$ cat src/hdl/hbp_pkg.sv
// Shared types and constants of the Huffman bit packer.
package hbp_pkg;

  localparam int SYMBOL_COUNT = 128;
  localparam int MAX_CODE_LEN = 32;
  localparam int VALUE_BITS   = 32;
  localparam int SYM_W        = 7;
  localparam int LEN_W        = 6;
  localparam int TBL_AW       = $clog2(SYMBOL_COUNT);
  localparam int FIFO_DEPTH   = 4;

  localparam logic [1:0] REQ_LOAD   = 2'd0;
  localparam logic [1:0] REQ_ENCODE = 2'd1;
  localparam logic [1:0] REQ_FLUSH  = 2'd2;

  localparam logic [1:0] STATUS_OK      = 2'd0;
  localparam logic [1:0] STATUS_NO_CODE = 2'd1;
  localparam logic [1:0] STATUS_BAD_LEN = 2'd2;

  typedef enum logic [1:0] {
    CMD_ENCODE,
    CMD_FLUSH,
    CMD_ERR_SYM,
    CMD_ERR_LEN
  } cmd_kind_t;

  typedef struct packed {
    cmd_kind_t              kind;
    logic [VALUE_BITS-1:0]  value;
    logic [LEN_W-1:0]       len;
  } cmd_t;

  typedef struct packed {
    logic full;
    logic empty;
  } fifo_stat_t;

endpackage

$ cat src/hdl/hbp_cmd_fifo.sv
// Short command queue between the front end and the bit packing back end.
module hbp_cmd_fifo (
  input  logic                clk,
  input  logic                rst,
  input  logic                push,
  input  hbp_pkg::cmd_t       push_cmd,
  input  logic                pop,
  output hbp_pkg::cmd_t       head,
  output hbp_pkg::fifo_stat_t stat
);

  localparam int PW = $clog2(hbp_pkg::FIFO_DEPTH);
  localparam int CW = $clog2(hbp_pkg::FIFO_DEPTH + 1);

  hbp_pkg::cmd_t  entries [hbp_pkg::FIFO_DEPTH];
  logic [PW-1:0]  wr_ptr;
  logic [PW-1:0]  rd_ptr;
  logic [CW-1:0]  count;

  assign stat.full  = (int'(count) == hbp_pkg::FIFO_DEPTH);
  assign stat.empty = (count == '0);
  assign head       = entries[rd_ptr];

  always_ff @(posedge clk) begin
    if (rst) begin
      wr_ptr <= '0;
      rd_ptr <= '0;
      count  <= '0;
    end else begin
      if (push) begin
        wr_ptr <= (int'(wr_ptr) == hbp_pkg::FIFO_DEPTH - 1) ? '0 : wr_ptr + 1'b1;
      end
      if (pop) begin
        rd_ptr <= (int'(rd_ptr) == hbp_pkg::FIFO_DEPTH - 1) ? '0 : rd_ptr + 1'b1;
      end
      if (push && !pop) begin
        count <= count + 1'b1;
      end else if (pop && !push) begin
        count <= count - 1'b1;
      end
    end
  end

  always_ff @(posedge clk) begin
    if (push) begin
      entries[wr_ptr] <= push_cmd;
    end
  end

endmodule

$ cat config.mk
export PLATFORM = sky130hd
export DESIGN_NAME = hbp_cmd_fifo
export DESIGN_NICKNAME = d
export VERILOG_FILES = /design/src/hdl/hbp_pkg.sv /design/src/hdl/hbp_cmd_fifo.sv
export SDC_FILE = /design/constraint.sdc
export NUM_CORES = 1
export LEC_CHECK = 0
export BUFFER_PORTS_ARGS = -buffer_cell sky130_fd_sc_hd__buf_2
export CORE_AREA = 2 2 139 87
export DETAILED_ROUTE_END_ITERATION = 10
export DIE_AREA = 0 0 141 89
export GPL_ROUTABILITY_DRIVEN = 0
export GPL_TIMING_DRIVEN = 0
export MAX_ROUTING_LAYER = met4
export PLACE_DENSITY = 0.82
export SLEW_MARGIN = 20
export SYNTH_ARGS = -nofsm -noshare
export SYNTH_HDL_FRONTEND = slang
export SYNTH_SLANG_ARGS = --single-unit
$ cat constraint.sdc
create_clock -name clk -period 3.19 [get_ports clk]
set_clock_uncertainty 0.1 [all_clocks]
set_input_delay 0.319 -clock clk [delete_from_list [all_inputs] [get_ports clk]]
set_output_delay 0.319 -clock clk [all_outputs]
set_load 0.01 [all_outputs]
---- Word level (Yosys, flattened, before mapping) ----
Memory sizes are Yosys's and may differ from the RTL's. A register that Yosys moved wholly into a read port is not among the register bits.
Index checks and enable logic that the tools add are counted.
word-level totals
  RAM bits ................................ 160
  memories ................................ 1
  input bits .............................. 44
  word-level logic and storage cells ...... 25
  register bits ........................... 7
  output and inout port bits .............. 42
cells by class
  mux-type cells .......................... 8
  equality and inequality tests ........... 3
  add/sub/neg operators ................... 4
  reduce and logical (&&, ||, !) cells .... 6
memory list
  memory   depth  width  read ports  clocked after memory_dff  wr ports  RTL line            source
  entries  4      40     1           1                         1         hbp_cmd_fifo.sv:15  hbp_pkg::cmd_t entries [hbp_pkg::FIFO_DEPTH];
operators by type and width
  kind                                                                 number
  2-bit 2-to-1 mux                                                     4
  3-bit 2-to-1 mux                                                     2
  2-bit by 1-bit adder with 2-bit output (second input constant)       2
  2-bit by 1-bit == test with 1-bit output (second input constant)     2
  3-bit by 1-bit adder with 3-bit output (second input constant)       1
  3-bit == test (second input constant)                                1
  3-bit zero test                                                      1
  3-bit by 1-bit subtractor with 3-bit output (second input constant)  1
  1-bit logical AND                                                    2
  1-bit zero test                                                      2
  1-bit 2-to-1 mux                                                     2
  2-bit nonzero test                                                   1

---- Logic depth before layout (Yosys ltp) ----
  depth after elaboration ................. 4
  mapped depth ............................ 7

---- Worst setup path before layout ----
OpenSTA, ideal clock, no wires.
  kind .................................... flip-flop to flip-flop
  from .................................... register wr_ptr[0]
  to ...................................... memory entries[3][0] (netlist bit) (enable)
  cell stages (with the launch flop) ...... 3
  slack ................................... 1170 ps
  library setup time ...................... 401 ps
  required time ........................... 2689 ps
  clock period less this slack ............ 2020 ps
  arrival time ............................ 1519 ps
  path through ............................ dfxtp_1 -> ha_1 -> and2_1
RTL lines
  what                    RTL line            source
  start, declared         hbp_cmd_fifo.sv:16  logic [PW-1:0] wr_ptr;
  start signal, assigned  hbp_cmd_fifo.sv:31  wr_ptr <= (int'(wr_ptr) == hbp_pkg::FIFO_DEPTH - 1) ? '0 : wr_ptr + 1'b1;
  end, declared           hbp_cmd_fifo.sv:15
No word-level cell before the write port.

==> metrics.md <==
| Metric | Value |
|---|---|
| Status | `finished clean` |
| FF-to-FF Start | `wr_ptr[0]` |
| FP Rows | `30` |
| Overall Global Routing Usage | `19.4%` |
| Area grow syn2layout | `21.6%` |
| Startpoint type of the worst setup path | `register` |
| CP delay by family, top | `multiplexers` |
| Non-filler instance count after layout | `521` |
| Post-route minimum period | `between 2 and 2.5 ns` |
| Clock latency on the worst-skew pair | `approximately 0.41 ns` |
| Grt ovf | `0` |
| Worst Path Buf+Inv | `3` |
| Ant. Diodes | `0` |
| Post-Syn Instances | `around 250` |
| Hold Path Cell Cnt | `1` |
| Worst-path fanout max | `10` |
| Total power | `5.12 mW` |
| Final setup margin | `slightly above 1 ns` |
| Placed cells | `486` |
| Sequential element share of the synthesized area | `79.7%` |
| Root Buffer | `clkbuf_16` |
| Avg WL per Cell | `just over 20 um` |
| Hold Crit Endpoint | `entries[1][10]` |
| Syn nets | `roughly 300` |
| Final Net Count | `between 400 and 500` |
| # H-tree levels | `4` |
| CTS Hold Bufs | `6` |
| Worst Path Arrival | `around 1.8 ns` |
| Clk sinks | `169` |
| Most frequent cells in the layout | `edfxtp_1, buf_2, mux4_2, clkbuf_16, dfxtp_1` |
| Final Hold Viols | `0` |
| R2r worst-path depth | `3` |
| Drt first-iter violations | `161` |
| Commonest non-fill, non-tap cell in the layout | `edfxtp_1` |
| Dpl hpwl | `~6.8 mm` |
| Yosys reg bits | `169` |
| # DRC | `0` |
| Yosys cell types | `18` |
| CTS tree | `built` |
| Initial Utilization | `56.1%` |
| Slew Viols, Final | `0` |
| Reg clk slew, reported paths | `approximately 0.06 ns` |
| Worst Hold Class | `in2reg` |
| Die Area | `0.0125 mm2` |
| Vias in the first global route | `roughly 3.0k` |
| Num CTS Buffers | `17` |
| Routed Wire Length | `10.7 mm` |
| Worst min-delay path startpoint | `push_cmd[10]` |
| Crit path max-delay cell type | `mux4_2` |
| Syn Area/Cell | `between 20 and 25 um2` |
| Filler Cells Inserted | `716` |
| Clock Tree Buf Depth | `2` |
| Multi-input gate area | `about 0.0012 mm2` |
| I/O Buffers | `85` |
| Required time of the critical path | `2.77 ns` |
| Syn Std Cell Area | `about 0.0063 mm2` |
| Die Y | `slightly below 90 um` |
| Flip-flop and latch area | `0.00498 mm2` |
| Post-CTS resize count | `0` |
| Initial antenna violation count | `0` |
| ANT nets after route | `0` |
| Final setup TNS | `0 ns` |
| Crit Path Category | `reg2out` |
| Hold slack | `between 0.02 and 0.025 ns` |
| Capturing point of the worst reg2reg path | `entries[3][33]` |
| I/O Pins | `86` |
| First-pass GRT wire length | `16.4 mm` |
| Type of element capturing the critical path | `primary output` |
| Via count | `around 2.9k` |
| Slew @ Worst Pin | `0.512 ns` |
| Setup bufs post-CTS | `0` |
| Core area | `0.0111 mm2` |
| Synth warn | `0` |
| DR pass1 iterations | `4` |
| DP Worst Slack | `1.23 ns` |
| Critical Path, Cell by Cell | `buf_6 > buf_12 > mux4_2 > buf_2` |
| RSZ-0062 raised after global routing | `no` |
| Rel. slew slack | `65.9%` |
| MaxCap Viol Count | `0` |
| Lkg Pwr | `2.64 nW` |
| Critical Path Max Stage Delay | `0.55 ns` |
| Die Width | `141 um` |
| # setup viols final | `0` |
| Flop2flop setup slack | `about 1.4 ns` |
| Vias/cell | `5.52` |
| Largest net degree at the start of global routing | `28` |
| Peak VDD IR | `442 uV` |
| Share of layout cells above drive strength 1 | `~45%` |
| F_max | `around 0.46 GHz` |
| Pwr/cell area | `672 mW/mm2` |
| Final worst-path cycle share | `67.9%` |
flip-flops by register name (all words and copies together) (netlist names), named ones only:
register / cells
wr_ptr: 2
count: 3
rd_ptr: 2
entries: 160
synth_stat cells (all sizes together):
library cell,number,area (um2)
nor2,7,26.3
buf,9,111
o21ai,1,5.00
fa,1,20.0
and2,4,25.0
ha,6,75.1
a21oi,2,10.0
or3,1,6.26
mux2i,4,40.0
dfxtp,9,180
nor3b,2,15.0
xor2,2,17.5
mux4,40,901
nor3,1,5.00
edfxtp,160,4800
inv,4,15.0
kinds of logic (layout without fill, tap and decap cells):
kind of cell               count (synthesis)  in the layout  synth area share, %
adders and majority gates                  7              7                 1.52
buffers and inverters                     13            137                 2.02
xor gates and xnor gates                   2              2                0.280
DFF                                      169            169                 79.7
muxes                                     44             44                 15.0
AOI/OAI and AO/OA                          3              3                0.240
and+or+nand+nor                           15             15                 1.24
final cells by class:
cell class                      instances  area share (%)
Sequential cell                       169            65.5
Buffer                                  9            1.46
Multi-Input combinational cell         71            15.1
Timing Repair Buffer                   95            7.43
Inverter                                4           0.197
Tap cell                              144            2.37
Clock buffer                           18            5.64
Clock inverter                         11            2.29
per-layer routing:
metal	part of all wire [%]	vias to the layer above	track usage [%]
met5	0	-	-
met4	1.3	0	6.91
met3	5.1	16	6.21
met2	50	80	30.6
met1	44	1486	24.3
li1	-	1292	-
worst max-delay path by stage:
stage | end | cells past startpoint | slack (ns)
global route | head[25] | 4 | 0.96
detailed placement | count[2] | 8 | 1.23
global placement | entries[3][26] | 2 | 0.50
CTS | head[25] | 4 | 1.0
finish | head[25] | 4 | 1.02
floorplan | entries[3][0] | 2 | 1.17
worst register-to-register path, stage by stage, from the launching register on:
cell and delay (ns):
dfxtp_1 0.42, ha_1 0.19, and2_2 0.48, buf_12 0.26
where the power goes:
group / total, mW / internal [mW] / switching, mW
Combinational: 0.455 / 0.220 / 0.235
Clock: 2.09 / 1.30 / 0.790
Sequential: 2.57 / 2.54 / 0.0323
Total: 5.12 / 4.06 / 1.06
per-stage QoR:
step	cell area (um2)	utilization, %
floorplan	6260	-
global placement	6860	61.6
detailed placement	6950	62.3
CTS	7610	68.3
global route	7610	68.3
finish	7610	68.3
Note: power is estimated with default switching activity, not from simulation.
