## src/hdl/hbp_pkg.sv

```systemverilog
// Shared types and constants of the Huffman bit packer.
package hbp_pkg;

  localparam int SYMBOL_COUNT = 128;
  localparam int MAX_CODE_LEN = 32;
  localparam int VALUE_BITS   = 32;
  localparam int SYM_W        = 7;
  localparam int LEN_W        = 6;
  localparam int TBL_AW       = $clog2(SYMBOL_COUNT);
  localparam int FIFO_DEPTH   = 4;

  localparam logic [1:0] REQ_LOAD   = 2'd0;
  localparam logic [1:0] REQ_ENCODE = 2'd1;
  localparam logic [1:0] REQ_FLUSH  = 2'd2;

  localparam logic [1:0] STATUS_OK      = 2'd0;
  localparam logic [1:0] STATUS_NO_CODE = 2'd1;
  localparam logic [1:0] STATUS_BAD_LEN = 2'd2;

  typedef enum logic [1:0] {
    CMD_ENCODE,
    CMD_FLUSH,
    CMD_ERR_SYM,
    CMD_ERR_LEN
  } cmd_kind_t;

  typedef struct packed {
    cmd_kind_t              kind;
    logic [VALUE_BITS-1:0]  value;
    logic [LEN_W-1:0]       len;
  } cmd_t;

  typedef struct packed {
    logic full;
    logic empty;
  } fifo_stat_t;

endpackage

```

## src/hdl/hbp_front.sv

```systemverilog
// Front end: accepts items, owns the code table, queues encode, flush, bad-load commands.
module hbp_front (
  input  logic                        clk,
  input  logic                        rst,
  input  logic                        in_valid,
  output logic                        in_ready,
  input  logic [1:0]                  req_type,
  input  logic [hbp_pkg::SYM_W-1:0]   symbol,
  input  logic [hbp_pkg::VALUE_BITS-1:0] code_value,
  input  logic [hbp_pkg::LEN_W-1:0]   code_length,
  input  hbp_pkg::fifo_stat_t         fifo_stat,
  output logic                        push,
  output hbp_pkg::cmd_t               push_cmd
);

  localparam int AW = hbp_pkg::TBL_AW;
  localparam int EW = hbp_pkg::LEN_W + hbp_pkg::VALUE_BITS;

  logic [EW-1:0]                      tbl_mem [hbp_pkg::SYMBOL_COUNT];
  logic [hbp_pkg::SYMBOL_COUNT-1:0]   tbl_valid;

  logic                               s1_valid;
  hbp_pkg::cmd_kind_t                 s1_kind;
  logic [EW-1:0]                      rd_entry;
  logic                               rd_hit;

  logic                               accept;
  logic                               in_range;
  logic                               bad_len;
  logic                               has_cmd;
  logic [AW-1:0]                      idx;

  assign in_ready = !s1_valid || !fifo_stat.full;
  assign accept   = in_valid && in_ready;
  assign in_range = (int'(symbol) < hbp_pkg::SYMBOL_COUNT);
  assign idx      = AW'(symbol);
  assign bad_len  = (code_length == '0) || (int'(code_length) > hbp_pkg::MAX_CODE_LEN) ||
                    (int'(code_length) > hbp_pkg::VALUE_BITS);
  // items that hand a command to the back end
  assign has_cmd  = (req_type inside {hbp_pkg::REQ_ENCODE, hbp_pkg::REQ_FLUSH}) ||
                    (req_type == hbp_pkg::REQ_LOAD && bad_len);

  always_ff @(posedge clk) begin
    if (rst) begin
      s1_valid  <= 1'b0;
      tbl_valid <= '0;
    end else begin
      if (accept && has_cmd) begin
        s1_valid <= 1'b1;
      end else if (s1_valid && !fifo_stat.full) begin
        s1_valid <= 1'b0;
      end
      if (accept && req_type == hbp_pkg::REQ_LOAD && !bad_len && in_range) begin
        tbl_valid[idx] <= 1'b1;
      end
    end
  end

  // table port and classification data; no reset needed
  always_ff @(posedge clk) begin
    if (accept) begin
      case (req_type)
        hbp_pkg::REQ_LOAD: begin
          s1_kind <= hbp_pkg::CMD_ERR_LEN;
          if (!bad_len && in_range) begin
            tbl_mem[idx] <= {code_length, code_value};
          end
        end
        hbp_pkg::REQ_ENCODE: begin
          s1_kind  <= hbp_pkg::CMD_ENCODE;
          rd_entry <= tbl_mem[idx];
          rd_hit   <= in_range && tbl_valid[idx];
        end
        hbp_pkg::REQ_FLUSH: s1_kind <= hbp_pkg::CMD_FLUSH;
        default: ;
      endcase
    end
  end

  always_comb begin
    push           = s1_valid && !fifo_stat.full;
    push_cmd.kind  = (s1_kind == hbp_pkg::CMD_ENCODE && !rd_hit) ? hbp_pkg::CMD_ERR_SYM
                                                                  : s1_kind;
    push_cmd.value = rd_entry[hbp_pkg::VALUE_BITS-1:0];
    push_cmd.len   = rd_entry[EW-1:hbp_pkg::VALUE_BITS];
  end

endmodule

```

## config.mk

```make
export PLATFORM = sky130hd
export DESIGN_NAME = hbp_front
export DESIGN_NICKNAME = d
export VERILOG_FILES = /design/src/hdl/hbp_pkg.sv /design/src/hdl/hbp_front.sv
export SDC_FILE = /design/constraint.sdc
export NUM_CORES = 2
export LEC_CHECK = 0
export BUFFER_PORTS_ARGS = -buffer_cell sky130_fd_sc_hd__buf_2
export CAP_MARGIN = 25
export CORE_MARGIN = 2
export CORE_UTILIZATION = 45
export CTS_BUF_LIST = sky130_fd_sc_hd__clkbuf_8
export CTS_CLUSTER_SIZE = 12
export DETAILED_ROUTE_END_ITERATION = 7
export PLACE_DENSITY = 0.57
export SLEW_MARGIN = 25
export SYNTH_ARGS = -nofsm -noshare
export SYNTH_HDL_FRONTEND = slang
export SYNTH_MEMORY_MAX_BITS = 65536
export SYNTH_SLANG_ARGS = --single-unit
```

## constraint.sdc

```tcl
create_clock -name clk -period 12.2 [get_ports clk]
set_input_delay 1.22 -clock clk [delete_from_list [all_inputs] [get_ports clk]]
set_output_delay 1.22 -clock clk [all_outputs]
set_load 0.02 [all_outputs]
```

After elaboration in Yosys (flattened, before gate mapping)
Memory sizes are Yosys's and may differ from the RTL's. A register that Yosys moved wholly into a read port is not among the register bits.
Cells that the tools add are included.

storage, ports and cells
  register bits after elaboration = 132
  logic and storage cells = 47
  input bits = 52
  ROM bits = 0
  memories kept = 1
  output and inout bits = 42
  memory bits (writable) = 4864
  latch bits = 0

operators by class
  reduce and logical (&&, ||, !) cells = 24
  div/mod/pow operators = 0
  shift operators = 0
  bitwise operators = 1
  equal/unequal tests = 2
  add/subtract/negate cells = 0
  magnitude comparators = 3
  multiply operators = 0
  muxes and demuxes = 12

memory list
  memory   depth  bits a word  rd ports  clocked after Yosys merged registers in  wr ports  line             RTL
  tbl_mem  128    38           1         1                                        1         hbp_front.sv:19  logic [EW-1:0] tbl_mem [hbp_pkg::SYMBOL_COUNT];

operators by type and width
  operator                                                                              number
  128-bit OR                                                                            1
  1-bit logical AND                                                                     8
  7-bit by 8-bit < comparator with 1-bit output (second input constant)                 1
  1-bit 2-to-1 mux                                                                      8
  1-bit binary-select mux with 7-bit select                                             1
  1-bit demux with 7-bit select                                                         1
  7-bit by 1-bit greater-or-equal comparator with 1-bit output (second input constant)  1
  6-bit greater-than comparator (second input constant)                                 1
  6-bit logical NOT                                                                     1
  2-bit case mux with 3 select lines                                                    1
  1-bit logical NOT                                                                     4
  2-bit logical NOT                                                                     2
  1-bit logical OR                                                                      4
  2-bit AND reduction                                                                   2
  2-bit nonzero test                                                                    2
  3-bit nonzero test                                                                    1
  2-bit by 1-bit equality test with 1-bit output (second input constant)                1
  2-bit equality test (second input constant)                                           1
  2-bit 2-to-1 mux                                                                      1

Logic depth before layout (Yosys ltp)
  depth after elaboration = 7
  mapped depth = 12
  gate-level depth less buffers = 7

Least setup slack after synthesis
Ideal clock, no wire load.

  kind = input -> register
  start point = in symbol[2] (netlist name)
  end point = mem tbl_mem[104][0] (netlist name) (enable)
  stages on the path = 9
  slack = 7430 ps
  setup time = 433 ps
  required time = 11767 ps
  arrival time = 4337 ps
  path buffers = 6
  cells stage by stage = buf_4 -> buf_6 -> inv_2 -> buf_2 -> buf_2 -> buf_1 -> nand2_1 -> clkbuf_1 -> nor2_1

RTL lines
  item                line             RTL
  start: declaration  hbp_front.sv:8   input logic [hbp_pkg::SYM_W-1:0] symbol,
  end: declaration    hbp_front.sv:19

No word-level cell before the write port.

Worst setup path in the final report
  start point = in code_length[0] (netlist name)
  end point = mem tbl_mem[52][3] (netlist name) (enable)

on the way
  longest elaborated chain between the ends = 7
  elaborated cells between the ends (all ways) = 8
  classes of those cells = 1 x order compare; 4 x mux; 3 x reduce/logical

ends and longest elaborated chain
  item                                                                line                              RTL
  start: declaration                                                  hbp_front.sv:10                   input logic [hbp_pkg::LEN_W-1:0] code_length,
  6-bit greater-than comparator or 6-bit logical NOT (tied branches)  hbp_front.sv:37, hbp_front.sv:38
  1-bit logical OR                                                    hbp_front.sv:37                   assign bad_len = (code_length == '0) || (int'(code_length) > hbp_pkg::MAX_CODE_LEN) ||
  1-bit logical OR *                                                  hbp_front.sv:37
  1-bit 2-to-1 mux *                                                  hbp_front.sv:65                   if (!bad_len && in_range) begin
  1-bit 2-to-1 mux *                                                  hbp_front.sv:62                   case (req_type)
  1-bit 2-to-1 mux *                                                  hbp_front.sv:61                   if (accept) begin
  1-bit 2-to-1 mux (not written as such) *                            hbp_front.sv:66                   tbl_mem[idx] <= {code_length, code_value};

Every way passes the cells marked *; elsewhere a longest branch is shown, timed or not.

==> flow_metrics.env <==
export IMPL_synthesis_area_mm2=0.193
export IMPL_avgRoutedWirePerCell_um=34.5
export IMPL_ctsHoldBuffers=0
export IMPL_cp_cell_sequence="buf_6, or4_1, o21a_1, nor2_1, nand4_1, nor2_2, nand2_1, nor2_4, buf_4"
export IMPL_num_vias=115000
export IMPL_area_delta_synth_final_pct=12.0
export IMPL_synthesis_nets=11200
export IMPL_post_cts_buffers=0
export IMPL_antenna_found_initial=62
export IMPL_grt_setup_unrepaired="no"
export IMPL_wl_met1_mm=241
export IMPL_clockRootBuffer="clkbuf_8"
export IMPL_min_path_type="input pin to register"
export IMPL_grt_total_usage=0.278
export IMPL_fin_cells=18000
export IMPL_critPathLaunchType="input pin"
export IMPL_wl_met2_mm=285
export IMPL_status="finished clean"
export IMPL_drtPass1Iterations=8
export IMPL_drv_slew=0
export IMPL_clock_sinks=5034
export IMPL_clock_latency_ns=1.30
export IMPL_first_iter_violations=15900
export IMPL_dp_hpwl_mm=334
export IMPL_cts_max_level=6
export IMPL_die_w_um=658
export IMPL_fin_crit_sh=0.453
export IMPL_whs_path_depth=3
export IMPL_start_util=0.451
export IMPL_synth_top_area_frac=0.765
export IMPL_worstSetupPathType="input pin to register"
export IMPL_rows=240
export IMPL_ant_nets=0
export IMPL_tns_ns=0
export IMPL_gp_congestion=0.857
export IMPL_yosysMostFrequentCell="edfxtp_1"
export IMPL_reg2regPathDepth=6
export IMPL_required_ns=13.10
export IMPL_die_area_mm2=0.433
export IMPL_finClkSkew_ns=0.0710
export IMPL_ys_ff_latch=5034
export IMPL_setup_violations=0
export IMPL_nNetsFinal=11600
export IMPL_grt_max_degree=170
export IMPL_cp_top_family="simple AND/OR/NAND/NOR gates"
export IMPL_max_stage_delay_ns=1.02
export IMPL_dr_wl_met3_mm=69.0
export IMPL_finalWirelength_mm=621
export IMPL_cp_num_cells=9
export IMPL_portBuffers=92
export IMPL_max_freq_ghz=0.181
export IMPL_synth_top_cell_by_area="edfxtp_1"
export IMPL_critPathSlowestCell="nor2_4"
export IMPL_clk_path_buf_depth=4
export IMPL_clk_pin_slew_worst_paths_ns=0.06
export IMPL_critPathMaxFanout=23
export IMPL_ys_seq_area_frac=0.778
export IMPL_drive_gt1_frac=0.177
export IMPL_grt_pass1_vias=113000
export IMPL_ys_flop_type="edfxtp_1"
export IMPL_numCtsBuffers=793
export IMPL_holdWs_ns=0.251
export IMPL_worstSetupEndpointType="register"
export IMPL_leakage_nw=68.6
export IMPL_die_h_um=658
export IMPL_post_route_util=0.505
export IMPL_hold_viol=0
export IMPL_synth_area_top_cells="edfxtp_1, a221oi_1, mux2i_1"
export IMPL_drv_cap=0
export IMPL_grt_overflow_total=0
export IMPL_dr_max_layer_used="met5"
export IMPL_grt_pass1_wl_mm=854
export IMPL_drt_drc_violations_left=0
export IMPL_synth_avg_cell_area_um2=17.3
export IMPL_worst_slew_pin_slew_ns=1.26
export IMPL_async_reset_ff_frac=0
export IMPL_ctsResizeCount=0
export IMPL_slew_limit_headroom=0.153
export IMPL_place_inst=16500
export IMPL_p_per_area_mw_per_mm2=158
export IMPL_vias_per_cell=6.37
export IMPL_layout_min_cycle_time_ns=5.52
export IMPL_ir_worst_vdd_uv=142
export IMPL_worstPathArrival_ns=6.42
export IMPL_synth_commonest_cells="edfxtp_1, nor2_1, a221oi_1"
export IMPL_crit_buf_inv=2
export IMPL_synth_edf_count=4905
export IMPL_core_area_mm2=0.427
export IMPL_cts_tree="yes"
export IMPL_yosysWarningCount=0
export IMPL_io_pins=94
export IMPL_synth_cell_types=68
export IMPL_postSynthCellCount=11100
[flip-flops by register name (all words and copies together), names as in the netlist]
| name | count |
|---|---|
| rd_hit | 1 |
| s1_valid | 1 |
| tbl_valid | 128 |
| s1_kind | 2 |
| rd_entry | 38 |
| tbl_mem | 4864 |
[worst reg2reg max path: cells and delay by family, from the launching register on]
kind | cells | cell delay, ns
DFF | 1 | 0.31
and+or+nand+nor | 5 | 3.48
buffers and inverters | 1 | 0.52
[path summary, 6_finish.rpt]
| kind | from | slack, ns | endpoint |
|---|---|---|---|
| worst max-delay path | code_length[0] | 6.68 | tbl_mem[52][3] |
| worst min register to register | tbl_valid[81] | 0.47 | tbl_valid[81] |
| worst min-delay path | in_valid | 0.25 | s1_valid |
| worst max register to register | s1_valid | 7.50 | tbl_mem[52][3] |
[kinds of logic after synthesis]
family	Yosys count	synth area share
flops	5034	0.778
mux	1003	0.0656
fa+ha+maj	3	0.000195
simple gates	1547	0.0335
compound gates	2687	0.103
buf+inv	829	0.0199
[layout by cell type (no fill, tap or decap), types with 100 or more instances in the layout]
cell	count
mux2_2	298
edfxtp_1	4905
a221oi_1	740
dfxtp_1	129
mux4_2	177
diode_2	124
a21oi_1	636
a22oi_1	335
inv_1	279
clkbuf_8	818
buf_4	407
nor2_1	729
o2111ai_1	104
o21ai_0	132
o211ai_1	106
nor3_1	100
mux2i_1	528
nor2_4	152
clkinv_1	171
o22ai_1	116
o221ai_1	103
nand2_1	418
[routing by layer]
metal	global-route usage	vias up
met5	0	-
met1	0.372	59900
met2	0.435	6878
li1	-	46600
met3	0.0723	1223
met4	0.116	12
[layout make-up]
cell class	instances	area, µm²
antenna	124	310
clock buffer	818	11300
clock inverter	573	2850
fill	34800	211000
inverter	7	41.3
multi-input combinational	5240	40300
sequential	5034	150000
tap	5687	7120
timing repair buffer	491	3940
[report_power, final]
group | switching (mW) | total (mW) | internal [mW]
sequential | 0.00923 | 19.0 | 19.0
clock | 6.59 | 13.0 | 6.45
combinational | 1.49 | 1.99 | 0.501
total | 8.09 | 34.0 | 25.9
[through the flow]
step / cell area [µm²] / power, mW / setup slack [ns]
floorplan: 193000 / 20.3 / 7.43
global placement: 201000 / 21.3 / 5.21
detailed placement: 201000 / 21.3 / 5.61
CTS: 215000 / 34.2 / 6.99
global route: 216000 / 35.0 / 6.66
finish: 216000 / 34.0 / 6.68
Note: power is estimated with default switching activity, not from simulation.
