File: src/hdl/hbp_pkg.sv
// Shared types and constants of the Huffman bit packer.
package hbp_pkg;

  localparam int SYMBOL_COUNT = 128;
  localparam int MAX_CODE_LEN = 32;
  localparam int VALUE_BITS   = 32;
  localparam int SYM_W        = 7;
  localparam int LEN_W        = 6;
  localparam int TBL_AW       = $clog2(SYMBOL_COUNT);
  localparam int FIFO_DEPTH   = 4;

  localparam logic [1:0] REQ_LOAD   = 2'd0;
  localparam logic [1:0] REQ_ENCODE = 2'd1;
  localparam logic [1:0] REQ_FLUSH  = 2'd2;

  localparam logic [1:0] STATUS_OK      = 2'd0;
  localparam logic [1:0] STATUS_NO_CODE = 2'd1;
  localparam logic [1:0] STATUS_BAD_LEN = 2'd2;

  typedef enum logic [1:0] {
    CMD_ENCODE,
    CMD_FLUSH,
    CMD_ERR_SYM,
    CMD_ERR_LEN
  } cmd_kind_t;

  typedef struct packed {
    cmd_kind_t              kind;
    logic [VALUE_BITS-1:0]  value;
    logic [LEN_W-1:0]       len;
  } cmd_t;

  typedef struct packed {
    logic full;
    logic empty;
  } fifo_stat_t;

endpackage

File: src/hdl/hbp_back.sv
// Back end: shifts code bits into the byte accumulator and drives the result register.
module hbp_back (
  input  logic                clk,
  input  logic                rst,
  input  hbp_pkg::cmd_t       head,
  input  hbp_pkg::fifo_stat_t fifo_stat,
  output logic                pop,
  output logic                out_valid,
  input  logic                out_ready,
  output logic [7:0]          out_byte,
  output logic [1:0]          status,
  output logic                last
);

  logic [7:0]                     acc, acc_next;
  logic [3:0]                     held, held_next;
  logic                           cur_valid, cur_valid_next;
  hbp_pkg::cmd_kind_t             cur_kind, cur_kind_next;
  logic [hbp_pkg::VALUE_BITS-1:0] sr, sr_next;
  logic [hbp_pkg::LEN_W-1:0]      rem, rem_next;

  logic        ofree;
  logic        done;
  logic        emit;
  logic [7:0]  emit_byte;
  logic [1:0]  emit_status;
  logic        emit_last;
  logic [3:0]  space;
  logic [3:0]  k;
  logic [7:0]  chunk;
  logic [15:0] acc_shift;

  assign ofree     = !out_valid || out_ready;
  assign space     = (held == 4'd8) ? 4'd8 : 4'd8 - held;
  assign k         = (rem < {2'b00, space}) ? rem[3:0] : space;
  // top k pending code bits, right-aligned
  assign chunk     = sr[hbp_pkg::VALUE_BITS-1 -: 8] >> (4'd8 - k);
  assign acc_shift = {8'h00, acc} << k;

  always_comb begin
    acc_next       = acc;
    held_next      = held;
    cur_valid_next = cur_valid;
    cur_kind_next  = cur_kind;
    sr_next        = sr;
    rem_next       = rem;
    done           = 1'b0;
    emit           = 1'b0;
    emit_byte      = 8'h00;
    emit_status    = hbp_pkg::STATUS_OK;
    emit_last      = 1'b1;
    pop            = 1'b0;

    if (cur_valid) begin
      case (cur_kind)
        hbp_pkg::CMD_ENCODE: begin
          if (held == 4'd8) begin
            // full byte goes out only now that another bit arrives
            if (ofree) begin
              emit      = 1'b1;
              emit_byte = acc;
              emit_last = (rem == {2'b00, k});
              acc_next  = chunk;
              held_next = k;
              sr_next   = sr << k;
              rem_next  = rem - {2'b00, k};
              done      = (rem == {2'b00, k});
            end
          end else begin
            acc_next  = acc_shift[7:0] | chunk;
            held_next = held + k;
            sr_next   = sr << k;
            rem_next  = rem - {2'b00, k};
            done      = (rem == {2'b00, k});
          end
        end
        hbp_pkg::CMD_FLUSH: begin
          if (held == 4'd0) begin
            done = 1'b1;
          end else if (ofree) begin
            emit      = 1'b1;
            emit_byte = acc << (4'd8 - held);
            acc_next  = 8'h00;
            held_next = 4'd0;
            done      = 1'b1;
          end
        end
        hbp_pkg::CMD_ERR_SYM: begin
          if (ofree) begin
            emit        = 1'b1;
            emit_status = hbp_pkg::STATUS_NO_CODE;
            done        = 1'b1;
          end
        end
        hbp_pkg::CMD_ERR_LEN: begin
          if (ofree) begin
            emit        = 1'b1;
            emit_status = hbp_pkg::STATUS_BAD_LEN;
            done        = 1'b1;
          end
        end
        default: done = 1'b1;
      endcase
    end

    if ((!cur_valid || done) && !fifo_stat.empty) begin
      pop            = 1'b1;
      cur_valid_next = 1'b1;
      cur_kind_next  = head.kind;
      // left-align the code so the next bit sits in the top position
      sr_next        = head.value << (hbp_pkg::LEN_W'(hbp_pkg::VALUE_BITS) - head.len);
      rem_next       = head.len;
    end else if (done) begin
      cur_valid_next = 1'b0;
    end
  end

  always_ff @(posedge clk) begin
    if (rst) begin
      acc       <= 8'h00;
      held      <= 4'd0;
      cur_valid <= 1'b0;
      out_valid <= 1'b0;
    end else begin
      acc       <= acc_next;
      held      <= held_next;
      cur_valid <= cur_valid_next;
      if (emit) begin
        out_valid <= 1'b1;
      end else if (out_ready) begin
        out_valid <= 1'b0;
      end
    end
  end

  always_ff @(posedge clk) begin
    cur_kind <= cur_kind_next;
    sr       <= sr_next;
    rem      <= rem_next;
    if (emit) begin
      out_byte <= emit_byte;
      status   <= emit_status;
      last     <= emit_last;
    end
  end

endmodule

File: config.mk
export PLATFORM = sky130hd
export DESIGN_NAME = hbp_back
export DESIGN_NICKNAME = d
export VERILOG_FILES = /design/src/hdl/hbp_pkg.sv /design/src/hdl/hbp_back.sv
export SDC_FILE = /design/constraint.sdc
export NUM_CORES = 1
export LEC_CHECK = 0
export BUFFER_PORTS_ARGS = -buffer_cell sky130_fd_sc_hd__buf_2
export CAP_MARGIN = 40
export CORE_UTILIZATION = 50
export CTS_CLUSTER_SIZE = 30
export DETAILED_ROUTE_END_ITERATION = 8
export PLACE_DENSITY = 0.79
export SLEW_MARGIN = 5
export SYNTH_ARGS = -nofsm -noshare
export SYNTH_HDL_FRONTEND = slang
export SYNTH_SLANG_ARGS = --single-unit
File: constraint.sdc
create_clock -name clk -period 6.12 [get_ports clk]
set_input_delay 0.306 -clock clk [delete_from_list [all_inputs] [get_ports clk]]
set_output_delay 0.306 -clock clk [all_outputs]
set_load 0.03 [all_outputs]
## Yosys cells after proc, flatten, opt, wreduce, memory -nomap -nowiden

Index checks and enable logic that the tools add are counted.

| storage, ports and cells | value |
|---|---|
| logic and storage cells | 93 |
| register bits | 65 |
| output and inout bits | 13 |
| input port bits | 45 |

| operators by class | value |
|---|---|
| shift operators | 5 |
| order comparisons | 1 |
| reductions and logical operators | 17 |
| equal/unequal tests | 9 |
| bitwise logic cells | 1 |
| $add $sub $neg | 5 |
| mux-type cells | 45 |

Operators with widths:

| kind | number |
|---|---|
| 32-bit 2-to-1 mux | 5 |
| 8-bit 2-to-1 mux | 8 |
| 8-bit case mux with 2 select lines | 2 |
| 32-bit by 4-bit left shift with 32-bit output | 1 |
| 32-bit by 6-bit left shift with 32-bit output | 1 |
| 6-bit 2-to-1 mux | 5 |
| 4-bit 2-to-1 mux | 6 |
| 8-bit by 4-bit left shift with 8-bit output | 2 |
| 1-bit 2-to-1 mux | 14 |
| 2-bit nonzero test | 5 |
| 8-bit bitwise OR | 1 |
| 4-bit case mux with 2 select lines | 1 |
| 8-bit by 4-bit right shift with 8-bit output | 1 |
| 4-bit subtractor, first input constant | 2 |
| 6-bit by 4-bit equality test with 1-bit output | 1 |
| 6-bit by 4-bit less-than comparator with 1-bit output | 1 |
| 1-bit case mux with 3 select lines | 2 |
| 6-bit by 4-bit subtractor with 6-bit output | 1 |
| 6-bit subtractor, first input constant | 1 |
| 5-bit AND reduction | 1 |
| 4-bit adder | 1 |
| 2-bit equality test, second input constant | 2 |
| 4-bit equality test, second input constant | 1 |
| 4-bit logical NOT | 1 |
| 13 further kinds | 17 |

## Depth between registers and ports, before layout

Gate-level depths: netlist (run 1).

| logic depth | value |
|---|---|
| word-level depth | 13 |
| mapped depth | 24 |
| mapped depth without buffers | 20 |

## Worst setup path before layout (run 1)

OpenSTA, ideal clock, no wires.

| path | value |
|---|---|
| kind | reg2reg |
| start | register held[0] |
| end | register sr[30] (netlist bit), enable pin |
| arrival time | 5.096 ns |
| stages on the path, launching flop included | 22 |
| setup time | 0.298 ns |
| setup slack | 0.726 ns |
| period minus slack after synthesis | 5.394 ns |
| cell sequence | dfxtp_1 > inv_1 > ha_1 > xnor2_1 > inv_1 > buf_1 > ha_1 > nand2_1 > a2111o_1 > a21oi_1 > a21o_1 > buf_6 > inv_2 > buf_6 > buf_6 > ha_1 > and4_1 > nand2_1 > o311ai_1 > nand2b_1 > nand2_1 > o21a_1 |

| between the ends | value |
|---|---|
| cells in the longest elaborated chain, start to end | 13 |

Ends and longest elaborated chain:

| item | RTL line | source |
|---|---|---|
| start, declared | hbp_back.sv:16 | `logic [3:0] held, held_next;` |
| start signal, assigned | hbp_back.sv:126 | `held <= held_next;` |
| 4-bit subtractor or 4-bit equality test (tied branches) | hbp_back.sv:34, hbp_back.sv:57 |  |
| 4-bit 2-to-1 mux | hbp_back.sv:34 | `assign space = (held == 4'd8) ? 4'd8 : 4'd8 - held;` |
| 6-bit by 4-bit less-than comparator with 1-bit output | hbp_back.sv:35 | `assign k = (rem < {2'b00, space}) ? rem[3:0] : space;` |
| 4-bit 2-to-1 mux | hbp_back.sv:35 |  |
| 6-bit by 4-bit equality test with 1-bit output | hbp_back.sv:67, hbp_back.sv:74 |  |
| 1-bit 2-to-1 mux | hbp_back.sv:59 | `if (ofree) begin` |
| 1-bit 2-to-1 mux | hbp_back.sv:57 | `if (held == 4'd8) begin` |
| 1-bit case mux with 3 select lines | hbp_back.sv:55 | `case (cur_kind)` |
| 1-bit 2-to-1 mux | hbp_back.sv:54 | `if (cur_valid) begin` |
| 1-bit logical OR | hbp_back.sv:106 | `if ((!cur_valid \|\| done) && !fifo_stat.empty) begin` |
| 1-bit logical AND | hbp_back.sv:106 |  |
| 3-bit by 2-bit inequality test with 1-bit output (no source line) or 2-bit nonzero test (tied branches) | n/a |  |
| 3-bit AND reduction (no source line) (*) | n/a |  |
| end signal, assigned | hbp_back.sv:138 | `sr <= sr_next;` |
| end, declared | hbp_back.sv:19 | `logic [hbp_pkg::VALUE_BITS-1:0] sr, sr_next;` |

Every way passes the cells marked *; elsewhere a longest branch is shown, timed or not.
A chain may end at the register's enable or synchronous reset.

## Worst setup path after layout (run 1)

| path | value |
|---|---|
| start | register held[0] |
| end | register sr[4] (netlist bit) (data pin) |

| between the ends | value |
|---|---|
| cells in the longest elaborated chain, start to end | 12 |

Ends and longest elaborated chain:

| item | RTL line |
|---|---|
| 4-bit subtractor or 4-bit equality test (tied branches) | hbp_back.sv:34, hbp_back.sv:57 |
| 4-bit 2-to-1 mux | hbp_back.sv:34 |
| 6-bit by 4-bit less-than comparator with 1-bit output | hbp_back.sv:35 |
| 4-bit 2-to-1 mux | hbp_back.sv:35 |
| 6-bit by 4-bit equality test with 1-bit output | hbp_back.sv:67, hbp_back.sv:74 |
| 1-bit 2-to-1 mux | hbp_back.sv:59 |
| 1-bit 2-to-1 mux | hbp_back.sv:57 |
| 1-bit case mux with 3 select lines | hbp_back.sv:55 |
| 1-bit 2-to-1 mux | hbp_back.sv:54 |
| 1-bit logical OR | hbp_back.sv:106 |
| 1-bit logical AND | hbp_back.sv:106 |
| 32-bit 2-to-1 mux (*) | hbp_back.sv:106 |
| named net sr_next, one bit | hbp_back.sv:19 |

Mark *: on every way through the listed nets, which the timed path passes. The rest lies on a longest branch. The select of a mux whose other input is x is not followed.

==> flow_results.xml, run 1 <==
<?xml version="1.0" encoding="UTF-8"?>
<metrics>
  <group name="timing">
    <metric name="maxSlewHeadroom" unit="%">49.4</metric>
    <metric name="achievable-frequency" unit="MHz">187</metric>
    <metric name="hold_violations" unit="">0</metric>
    <metric name="fin_worst_hold_slack" unit="ns">0.138</metric>
    <metric name="tightest_slew" unit="ns">0.756</metric>
    <metric name="timing_max_transition_violations_final" unit="">0</metric>
    <metric name="fin_crit" unit="ns">5.34</metric>
    <metric name="setup_violations" unit="">0</metric>
    <metric name="fin_worst_skew" unit="ns">0.0102</metric>
    <metric name="post-route-period-util" unit="%">87.2</metric>
    <metric name="fin_tns_setup" unit="ns">0</metric>
    <metric name="timing.final.ws_setup" unit="ns">0.783</metric>
    <metric name="grt_setup_unrepaired" unit="">no</metric>
  </group>
  <group name="setup_path">
    <metric name="crit_type" unit="">reg -&gt; reg</metric>
    <metric name="critPathLaunchType" unit="">flip-flop</metric>
    <metric name="critical_path_arrival" unit="ns">5.49</metric>
    <metric name="crit-reg2reg-launch" unit="">held[0]$_SDFFE_PP0P_</metric>
    <metric name="worstPathRequired" unit="ns">6.27</metric>
    <metric name="crit_path_cell_trace" unit="">inv_1, ha_1, nand2b_1, mux2i_1, ha_1, nand2_1, a2111o_1, a21oi_1, a21o_1, inv_2, ha_1, and4_1, nand2_1, o311ai_1, nand2b_1, inv_1, nand2_1, nor2_2, nand2_1, o22ai_1</metric>
    <metric name="critical-path-top-delay-family" unit="">simple AND/OR/NAND/NOR gates</metric>
    <metric name="slowest_stage" unit="">a2111o_1</metric>
    <metric name="timing.reg2reg.worst_path_depth" unit="">20</metric>
    <metric name="worstPathBufferInverterCount" unit="">3</metric>
    <metric name="critPathCaptureType" unit="">flip-flop</metric>
    <metric name="slowest_delay" unit="ns">0.52</metric>
    <metric name="end_of_the_worst_register_to_register_path" unit="">sr[4]$_DFFE_PP_</metric>
    <metric name="cell_mode_on_critical_path" unit="">nand2_1</metric>
    <metric name="worstPathMaxFanout" unit="">8</metric>
    <metric name="r2r_setup_slack" unit="ns">0.78</metric>
  </group>
  <group name="layout">
    <metric name="layout.nets" unit="">904</metric>
    <metric name="final_layout_size_suffix_gt1_share" unit="%">17.9</metric>
    <metric name="final_util" unit="%">57.7</metric>
    <metric name="most-common-layout-cells" unit="">nand2_1, mux2i_1, buf_2</metric>
    <metric name="areaGrowthSynthToFinish" unit="%">10.9</metric>
    <metric name="instances_no_fill" unit="">1025</metric>
    <metric name="ant_diodes" unit="">0</metric>
    <metric name="most_common_cell_after_layout_fill_and_taps_aside" unit="">nand2_1</metric>
    <metric name="fillerInstances" unit="">1232</metric>
  </group>
  <group name="placement">
    <metric name="routabilityCongestion" unit="">0.969</metric>
    <metric name="io_buffers" unit="">56</metric>
    <metric name="hpwl" unit="µm">14200</metric>
    <metric name="numPlacedInstances" unit="">1008</metric>
    <metric name="place_worst_setup_slack" unit="ns">0.989</metric>
  </group>
  <group name="routing">
    <metric name="wire_per_inst" unit="µm">18.5</metric>
    <metric name="detail_route.vias_per_cell" unit="">6.45</metric>
    <metric name="num_vias" unit="">6615</metric>
    <metric name="post_route_wl" unit="µm">19000</metric>
    <metric name="drt-initial-drc-count" unit="">668</metric>
    <metric name="drtAntennaViolNets" unit="">0</metric>
    <metric name="remaining_drc_errors" unit="">0</metric>
    <metric name="detailedRoute.firstPassIterationCount" unit="">5</metric>
  </group>
  <group name="global_route">
    <metric name="grt_pass1_vias" unit="">6236</metric>
    <metric name="grt.met3_usage" unit="%">5.52</metric>
    <metric name="groute.layer.met2.usage" unit="%">44.8</metric>
    <metric name="first_pass_grt_wire_length" unit="µm">31400</metric>
    <metric name="grtUsageTotal" unit="%">27.1</metric>
    <metric name="grt-busiest-layer" unit="">met2</metric>
    <metric name="antenna_violations_before_repair" unit="">0</metric>
    <metric name="grt_remaining_overflow" unit="">0</metric>
    <metric name="grt_util_met1" unit="%">35.4</metric>
    <metric name="grt_max_degree" unit="">45</metric>
  </group>
  <group name="clocking">
    <metric name="worstSkewPairLatency" unit="ns">0.34</metric>
    <metric name="clock_tree.buffer_depth" unit="">2</metric>
    <metric name="h_tree_depth" unit="">3</metric>
    <metric name="postCtsResizedCells" unit="">0</metric>
    <metric name="clk_transition_reported_paths" unit="ns">0.06</metric>
    <metric name="cts_tree" unit="">yes</metric>
    <metric name="cts_post_setup_buffers_inserted" unit="">0</metric>
    <metric name="cts-hold-fix-buffers" unit="">0</metric>
    <metric name="number_of_buffers_added_by_the_clock_tree_synthesis_step" unit="">9</metric>
    <metric name="root_buffer" unit="">clkbuf_16</metric>
    <metric name="cts_num_sinks" unit="">65</metric>
  </group>
  <group name="logic_synthesis">
    <metric name="synthesis.area_per_instance" unit="µm²">8.67</metric>
    <metric name="yosys_most_used_dff" unit="">edfxtp_1</metric>
    <metric name="synth_edf_count" unit="">51</metric>
    <metric name="synth.lib_cells_used.distinct" unit="">79</metric>
    <metric name="synthesis.area" unit="mm²">0.00701</metric>
    <metric name="yosysSeqAreaShare" unit="%">25.9</metric>
    <metric name="synthCells" unit="">808</metric>
    <metric name="synth_warnings" unit="">0</metric>
    <metric name="synth.net_count" unit="">868</metric>
    <metric name="async_reset_ff_share" unit="%">0</metric>
    <metric name="ys_ff_latch" unit="">65</metric>
  </group>
  <group name="floorplanning">
    <metric name="floorplan.core_area" unit="mm²">0.0135</metric>
    <metric name="initial_utilization" unit="%">52.1</metric>
    <metric name="dieHeight" unit="µm">120</metric>
    <metric name="design.portCount" unit="">58</metric>
    <metric name="die_area" unit="mm²">0.0145</metric>
    <metric name="fp-row-count" unit="">42</metric>
    <metric name="die_width" unit="µm">120</metric>
  </group>
  <group name="worst_hold_path">
    <metric name="whs_endpoint" unit="">cur_kind[1]$_DFFE_PN_</metric>
    <metric name="whs_path_depth" unit="">1</metric>
    <metric name="holdCritStartpoint" unit="">head[39]</metric>
    <metric name="hold_path.class" unit="">in -&gt; reg</metric>
  </group>
  <group name="pwr">
    <metric name="pwr_density_cell" unit="mW/mm²">299</metric>
    <metric name="static-leakage-power" unit="µW">0.00292</metric>
    <metric name="power.ir.vdd_worst" unit="mV">0.223</metric>
  </group>
  <group name="run_status">
    <metric name="status" unit="">complete, no violations</metric>
  </group>
  <group name="job">
    <metric name="cap_viol_max_count" unit="">0</metric>
  </group>
</metrics>
-- synth_stat cells (12+ instances only) --
cell	n	area (µm²)
a211oi_1	13	97.6
a21oi_1	49	245
a22oi_1	12	90.1
buf_2	12	60.1
clkbuf_1	27	101
dfxtp_1	14	280
edfxtp_1	51	1530
ha_1	13	163
mux2i_1	101	1010
mux4_2	22	495
nand2_1	154	578
nand2b_1	12	75.1
nand3_1	16	80.1
nor2_1	45	169
nor3_1	19	95.1
o21ai_0	44	220
o221ai_1	16	140
o22ai_1	16	100
xnor2_1	13	114
-- registers in the layout, summed over array words and instances (netlist names) --
register / flops
acc: 8
cur_kind: 2
cur_valid: 1
held: 4
last: 1
out_byte: 8
out_valid: 1
rem: 6
sr: 32
status: 2
-- metal layers --
metal | vias up | wire length [µm]
met1 | 3098 | 7910
met3 | 40 | 1470
li1 | 3140 | -
met5 | - | 0
met4 | 0 | 449
met2 | 337 | 9180
-- logic make-up after synthesis --
| logic type | count (synthesis) | share of synthesized area [%] |
|---|---|---|
| AO/OA/AOI/OAI | 216 | 21.4 |
| AND/OR/NAND/NOR | 289 | 18.9 |
| adder cells (fa/ha/maj) | 15 | 2.89 |
| XOR/XNOR | 17 | 2.23 |
| flip-flops | 65 | 25.9 |
| buffers and inverters | 71 | 5.25 |
| multiplexers | 135 | 23.5 |
-- how the worst max path moves through the flow --
| stage | from | to | slack (ns) | cells past startpoint |
|---|---|---|---|---|
| floorplan | held[0]$_SDFFE_PP0P_ | sr[30]$_DFFE_PP_ | 0.73 | 21 |
| global placement | held[1]$_SDFFE_PP0P_ | sr[2]$_DFFE_PP_ | 1.09 | 19 |
| detailed placement | held[1]$_SDFFE_PP0P_ | sr[4]$_DFFE_PP_ | 0.99 | 19 |
| CTS | held[0]$_SDFFE_PP0P_ | sr[4]$_DFFE_PP_ | 0.92 | 20 |
| global route | held[1]$_SDFFE_PP0P_ | sr[4]$_DFFE_PP_ | 0.53 | 19 |
| finish | held[0]$_SDFFE_PP0P_ | sr[4]$_DFFE_PP_ | 0.78 | 20 |
-- stage by stage --
stage | power (µW) | instance area, µm²
2_1_floorplan | 1440 | 7010
3_3_place_gp | 1670 | 7380
3_5_place_dp | 1690 | 7410
4_1_cts | 2300 | 7760
5_1_grt | 2450 | 7770
6_report | 2320 | 7770
-- area by class of cell --
type	instances	area, µm²	share of cell area (%)
sequential	65	1810	23.3
timing repair buffer	82	498	6.41
multi-input combinational	672	4830	62.2
clock inverter	7	125	1.61
inverter	14	52.6	0.677
tap	176	220	2.84
clock buffer	9	225	2.90
-- power breakdown --
group / total [µW] / switching [µW] / internal, µW
registers: 639 / 74.4 / 565
logic: 1070 / 646 / 427
clock network: 612 / 210 / 402
total: 2320 / 930 / 1390
Power figures use the tool's default switching activity.
==> run 2: changes to the inputs <==
--- a/config.mk
+++ b/config.mk
@@ -7,6 +7,7 @@
 export LEC_CHECK = 0
 export BUFFER_PORTS_ARGS = -buffer_cell sky130_fd_sc_hd__buf_2
 export CAP_MARGIN = 40
+export CORE_ASPECT_RATIO = 1.4
 export CORE_UTILIZATION = 50
 export CTS_CLUSTER_SIZE = 30
 export DETAILED_ROUTE_END_ITERATION = 8
==> constraint.sdc (replaced) <==
create_clock -name clk -period 6.61 [get_ports clk]
set_input_delay 0.3305 -clock clk [delete_from_list [all_inputs] [get_ports clk]]
set_output_delay 0.3305 -clock clk [all_outputs]
set_load 0.03 [all_outputs]
==> run 2 against run 1 <==
Effect of this change:
- flip-flop and latch count did not move
- clock skew fell by 0.0026 ns
- combinational power fell by 7%
- final cell count rose by 0.20%
==> flow_results.xml, run 2 (synthesized netlist as in run 1, its figures left out) <==
<?xml version="1.0" encoding="UTF-8"?>
<metrics>
  <group name="pwr">
    <metric name="combPwrFrac" unit="%">48.8</metric>
    <metric name="power_frac_seq" unit="%">29.2</metric>
    <metric name="power.ir.vdd_worst" unit="mV">0.138</metric>
    <metric name="static-leakage-power" unit="µW">0.00286</metric>
    <metric name="report.power.total" unit="µW">2030</metric>
    <metric name="p_sw_share" unit="%">41.5</metric>
    <metric name="pwr_density_cell" unit="mW/mm²">265</metric>
    <metric name="switchingPower" unit="µW">843</metric>
    <metric name="share_clk_of_total_power" unit="%">22.0</metric>
    <metric name="power_report.internal_total" unit="µW">1190</metric>
  </group>
  <group name="setup_path">
    <metric name="worstPathBufferInverterCount" unit="">4</metric>
    <metric name="worstPathMaxFanout" unit="">16</metric>
    <metric name="worstPathRequired" unit="ns">6.75</metric>
    <metric name="critPathCaptureType" unit="">flip-flop</metric>
    <metric name="worstSetupPathDepth" unit="">20</metric>
    <metric name="crit_path_cell_trace" unit="">inv_1, ha_1, nand2b_1, mux2i_1, ha_1, nand2_1, a2111o_1, a21oi_1, a21o_1, inv_2, ha_1, and4_1, nand2_1, o311ai_1, nand2b_1, buf_4, inv_1, and2_0, nand2_1, o22ai_1</metric>
    <metric name="critPathLaunchType" unit="">flip-flop</metric>
    <metric name="critical_path_arrival" unit="ns">5.66</metric>
    <metric name="timing.reg2reg.worst_path_depth" unit="">20</metric>
    <metric name="crit_type" unit="">reg -&gt; reg</metric>
    <metric name="slowest_delay" unit="ns">0.63</metric>
    <metric name="slowest_stage" unit="">and2_0</metric>
    <metric name="critical-path-top-delay-family" unit="">simple AND/OR/NAND/NOR gates</metric>
  </group>
  <group name="run_status">
    <metric name="status" unit="">complete, no violations</metric>
  </group>
  <group name="placement">
    <metric name="io_buffers" unit="">56</metric>
    <metric name="dpl_cell_area" unit="mm²">0.00740</metric>
    <metric name="hpwl" unit="µm">14100</metric>
    <metric name="routabilityCongestion" unit="">0.945</metric>
  </group>
  <group name="clocking">
    <metric name="clk_transition_reported_paths" unit="ns">0.06</metric>
    <metric name="cts-hold-fix-buffers" unit="">0</metric>
    <metric name="cts_num_sinks" unit="">65</metric>
    <metric name="worstSkewPairLatency" unit="ns">0.34</metric>
    <metric name="cts_post_setup_buffers_inserted" unit="">0</metric>
    <metric name="clock_tree.buffer_depth" unit="">2</metric>
    <metric name="cts_tree" unit="">yes</metric>
    <metric name="number_of_buffers_added_by_the_clock_tree_synthesis_step" unit="">9</metric>
    <metric name="root_buffer" unit="">clkbuf_16</metric>
    <metric name="h_tree_depth" unit="">3</metric>
    <metric name="postCtsResizedCells" unit="">0</metric>
  </group>
  <group name="layout">
    <metric name="top_register" unit="">sr</metric>
    <metric name="largest_registers_in_the_final_layout" unit="">sr (32), acc (8), out_byte (8)</metric>
    <metric name="final_layout_size_suffix_gt1_share" unit="%">17.3</metric>
    <metric name="most_common_cell_after_layout_fill_and_taps_aside" unit="">nand2_1</metric>
    <metric name="most-common-layout-cells" unit="">nand2_1, mux2i_1, buf_2</metric>
    <metric name="final_design_area_no_fill" unit="mm²">0.00767</metric>
    <metric name="ant_diodes" unit="">0</metric>
    <metric name="areaGrowthSynthToFinish" unit="%">9.50</metric>
    <metric name="largest_register_ffs" unit="">32</metric>
    <metric name="layout.nets" unit="">900</metric>
  </group>
  <group name="global_route">
    <metric name="grtUsageTotal" unit="%">27.2</metric>
    <metric name="grt_remaining_overflow" unit="">0</metric>
    <metric name="antenna_violations_before_repair" unit="">0</metric>
    <metric name="grt_pass1_vias" unit="">6385</metric>
    <metric name="first_pass_grt_wire_length" unit="µm">30700</metric>
    <metric name="grt_max_degree" unit="">45</metric>
  </group>
  <group name="timing">
    <metric name="setup_violations" unit="">0</metric>
    <metric name="fin_tns_setup" unit="ns">0</metric>
    <metric name="timing_max_transition_violations_final" unit="">0</metric>
    <metric name="fin_worst_skew" unit="ns">0.00761</metric>
    <metric name="fin_crit" unit="ns">5.52</metric>
    <metric name="tightest_slew" unit="ns">0.870</metric>
    <metric name="hold_violations" unit="">0</metric>
    <metric name="post-route-period-util" unit="%">83.5</metric>
    <metric name="achievable-frequency" unit="MHz">181</metric>
    <metric name="grt_setup_unrepaired" unit="">no</metric>
    <metric name="maxSlewHeadroom" unit="%">41.6</metric>
  </group>
  <group name="worst_hold_path">
    <metric name="hold_path.class" unit="">in -&gt; reg</metric>
    <metric name="whs_path_depth" unit="">1</metric>
  </group>
  <group name="floorplanning">
    <metric name="floorplan.core_area" unit="mm²">0.0135</metric>
    <metric name="design.portCount" unit="">58</metric>
    <metric name="die_area" unit="mm²">0.0145</metric>
    <metric name="fp-row-count" unit="">50</metric>
    <metric name="initial_utilization" unit="%">51.9</metric>
    <metric name="die_width" unit="µm">102</metric>
    <metric name="dieHeight" unit="µm">142</metric>
  </group>
  <group name="routing">
    <metric name="remaining_drc_errors" unit="">0</metric>
    <metric name="wire_per_inst" unit="µm">18.2</metric>
    <metric name="detailedRoute.firstPassIterationCount" unit="">5</metric>
    <metric name="post_route_wl" unit="µm">18700</metric>
    <metric name="drtAntennaViolNets" unit="">0</metric>
    <metric name="drt-initial-drc-count" unit="">434</metric>
    <metric name="num_vias" unit="">6576</metric>
    <metric name="detail_route.vias_per_cell" unit="">6.40</metric>
  </group>
  <group name="job">
    <metric name="cap_viol_max_count" unit="">0</metric>
  </group>
</metrics>
==> run 2: cell count changes in the layout (fill, tap and decap cells not counted), sizes merged <==
cell | before | now
inv | 16 | 14
bufinv | 3 | 0
clkinvlp | 0 | 1
buf | 82 | 78
clkbuf | 9 | 13
==> run 2: metal layers <==
layer  wire length (µm)  GRT usage (%)  part of all wire, %
met1               7260           31.6                   39
met2               9450           46.7                   51
met3                926           3.49                  5.0
met4               1050           16.8                  5.6
met5                  0              0                    0
==> run 2: worst paths after layout <==
kind | to | slack (ns) | from
max | sr[6]$_DFFE_PP_ | 1.09 | held[1]$_SDFFE_PP0P_
min | cur_kind[0]$_DFFE_PN_ | 0.17 | head[38]
max reg2reg | sr[6]$_DFFE_PP_ | 1.09 | held[1]$_SDFFE_PP0P_
min reg2reg | last$_SDFFCE_PN1P_ | 0.57 | cur_valid$_SDFFE_PP0P_
==> run 2: per-stage QoR <==
step / util [%] / instances / hold slack (ns) / worst slack [ns]
floorplan: - / 808 / 0.422 / 1.22
global placement: 54.5 / 1009 / 0.508 / 1.29
detailed placement: 54.7 / 1011 / 0.510 / 1.23
CTS: 56.8 / 1027 / 0.167 / 1.19
global route: 56.8 / 1027 / 0.163 / 0.733
finish: 56.8 / 1027 / 0.168 / 1.09
==> run 2: cell type report <==
cell class / count / area, µm²
flip-flops and latches: 65 / 1810
fillers: 1242 / 5840
repair buffers: 78 / 462
well taps: 182 / 228
multi-input cells: 672 / 4840
clock inverters: 3 / 16.3
inverters: 14 / 52.6
clock buffers: 13 / 260
==> run 2: power by group through the flow <==
stage          clock (µW)  sequential [µW]  combinational, µW
2_1_floorplan           0              574                764
3_3_place_gp            0              595                953
3_5_place_dp            0              597                969
4_1_cts               447              589                974
5_1_grt               464              601               1080
6_report              448              593                991
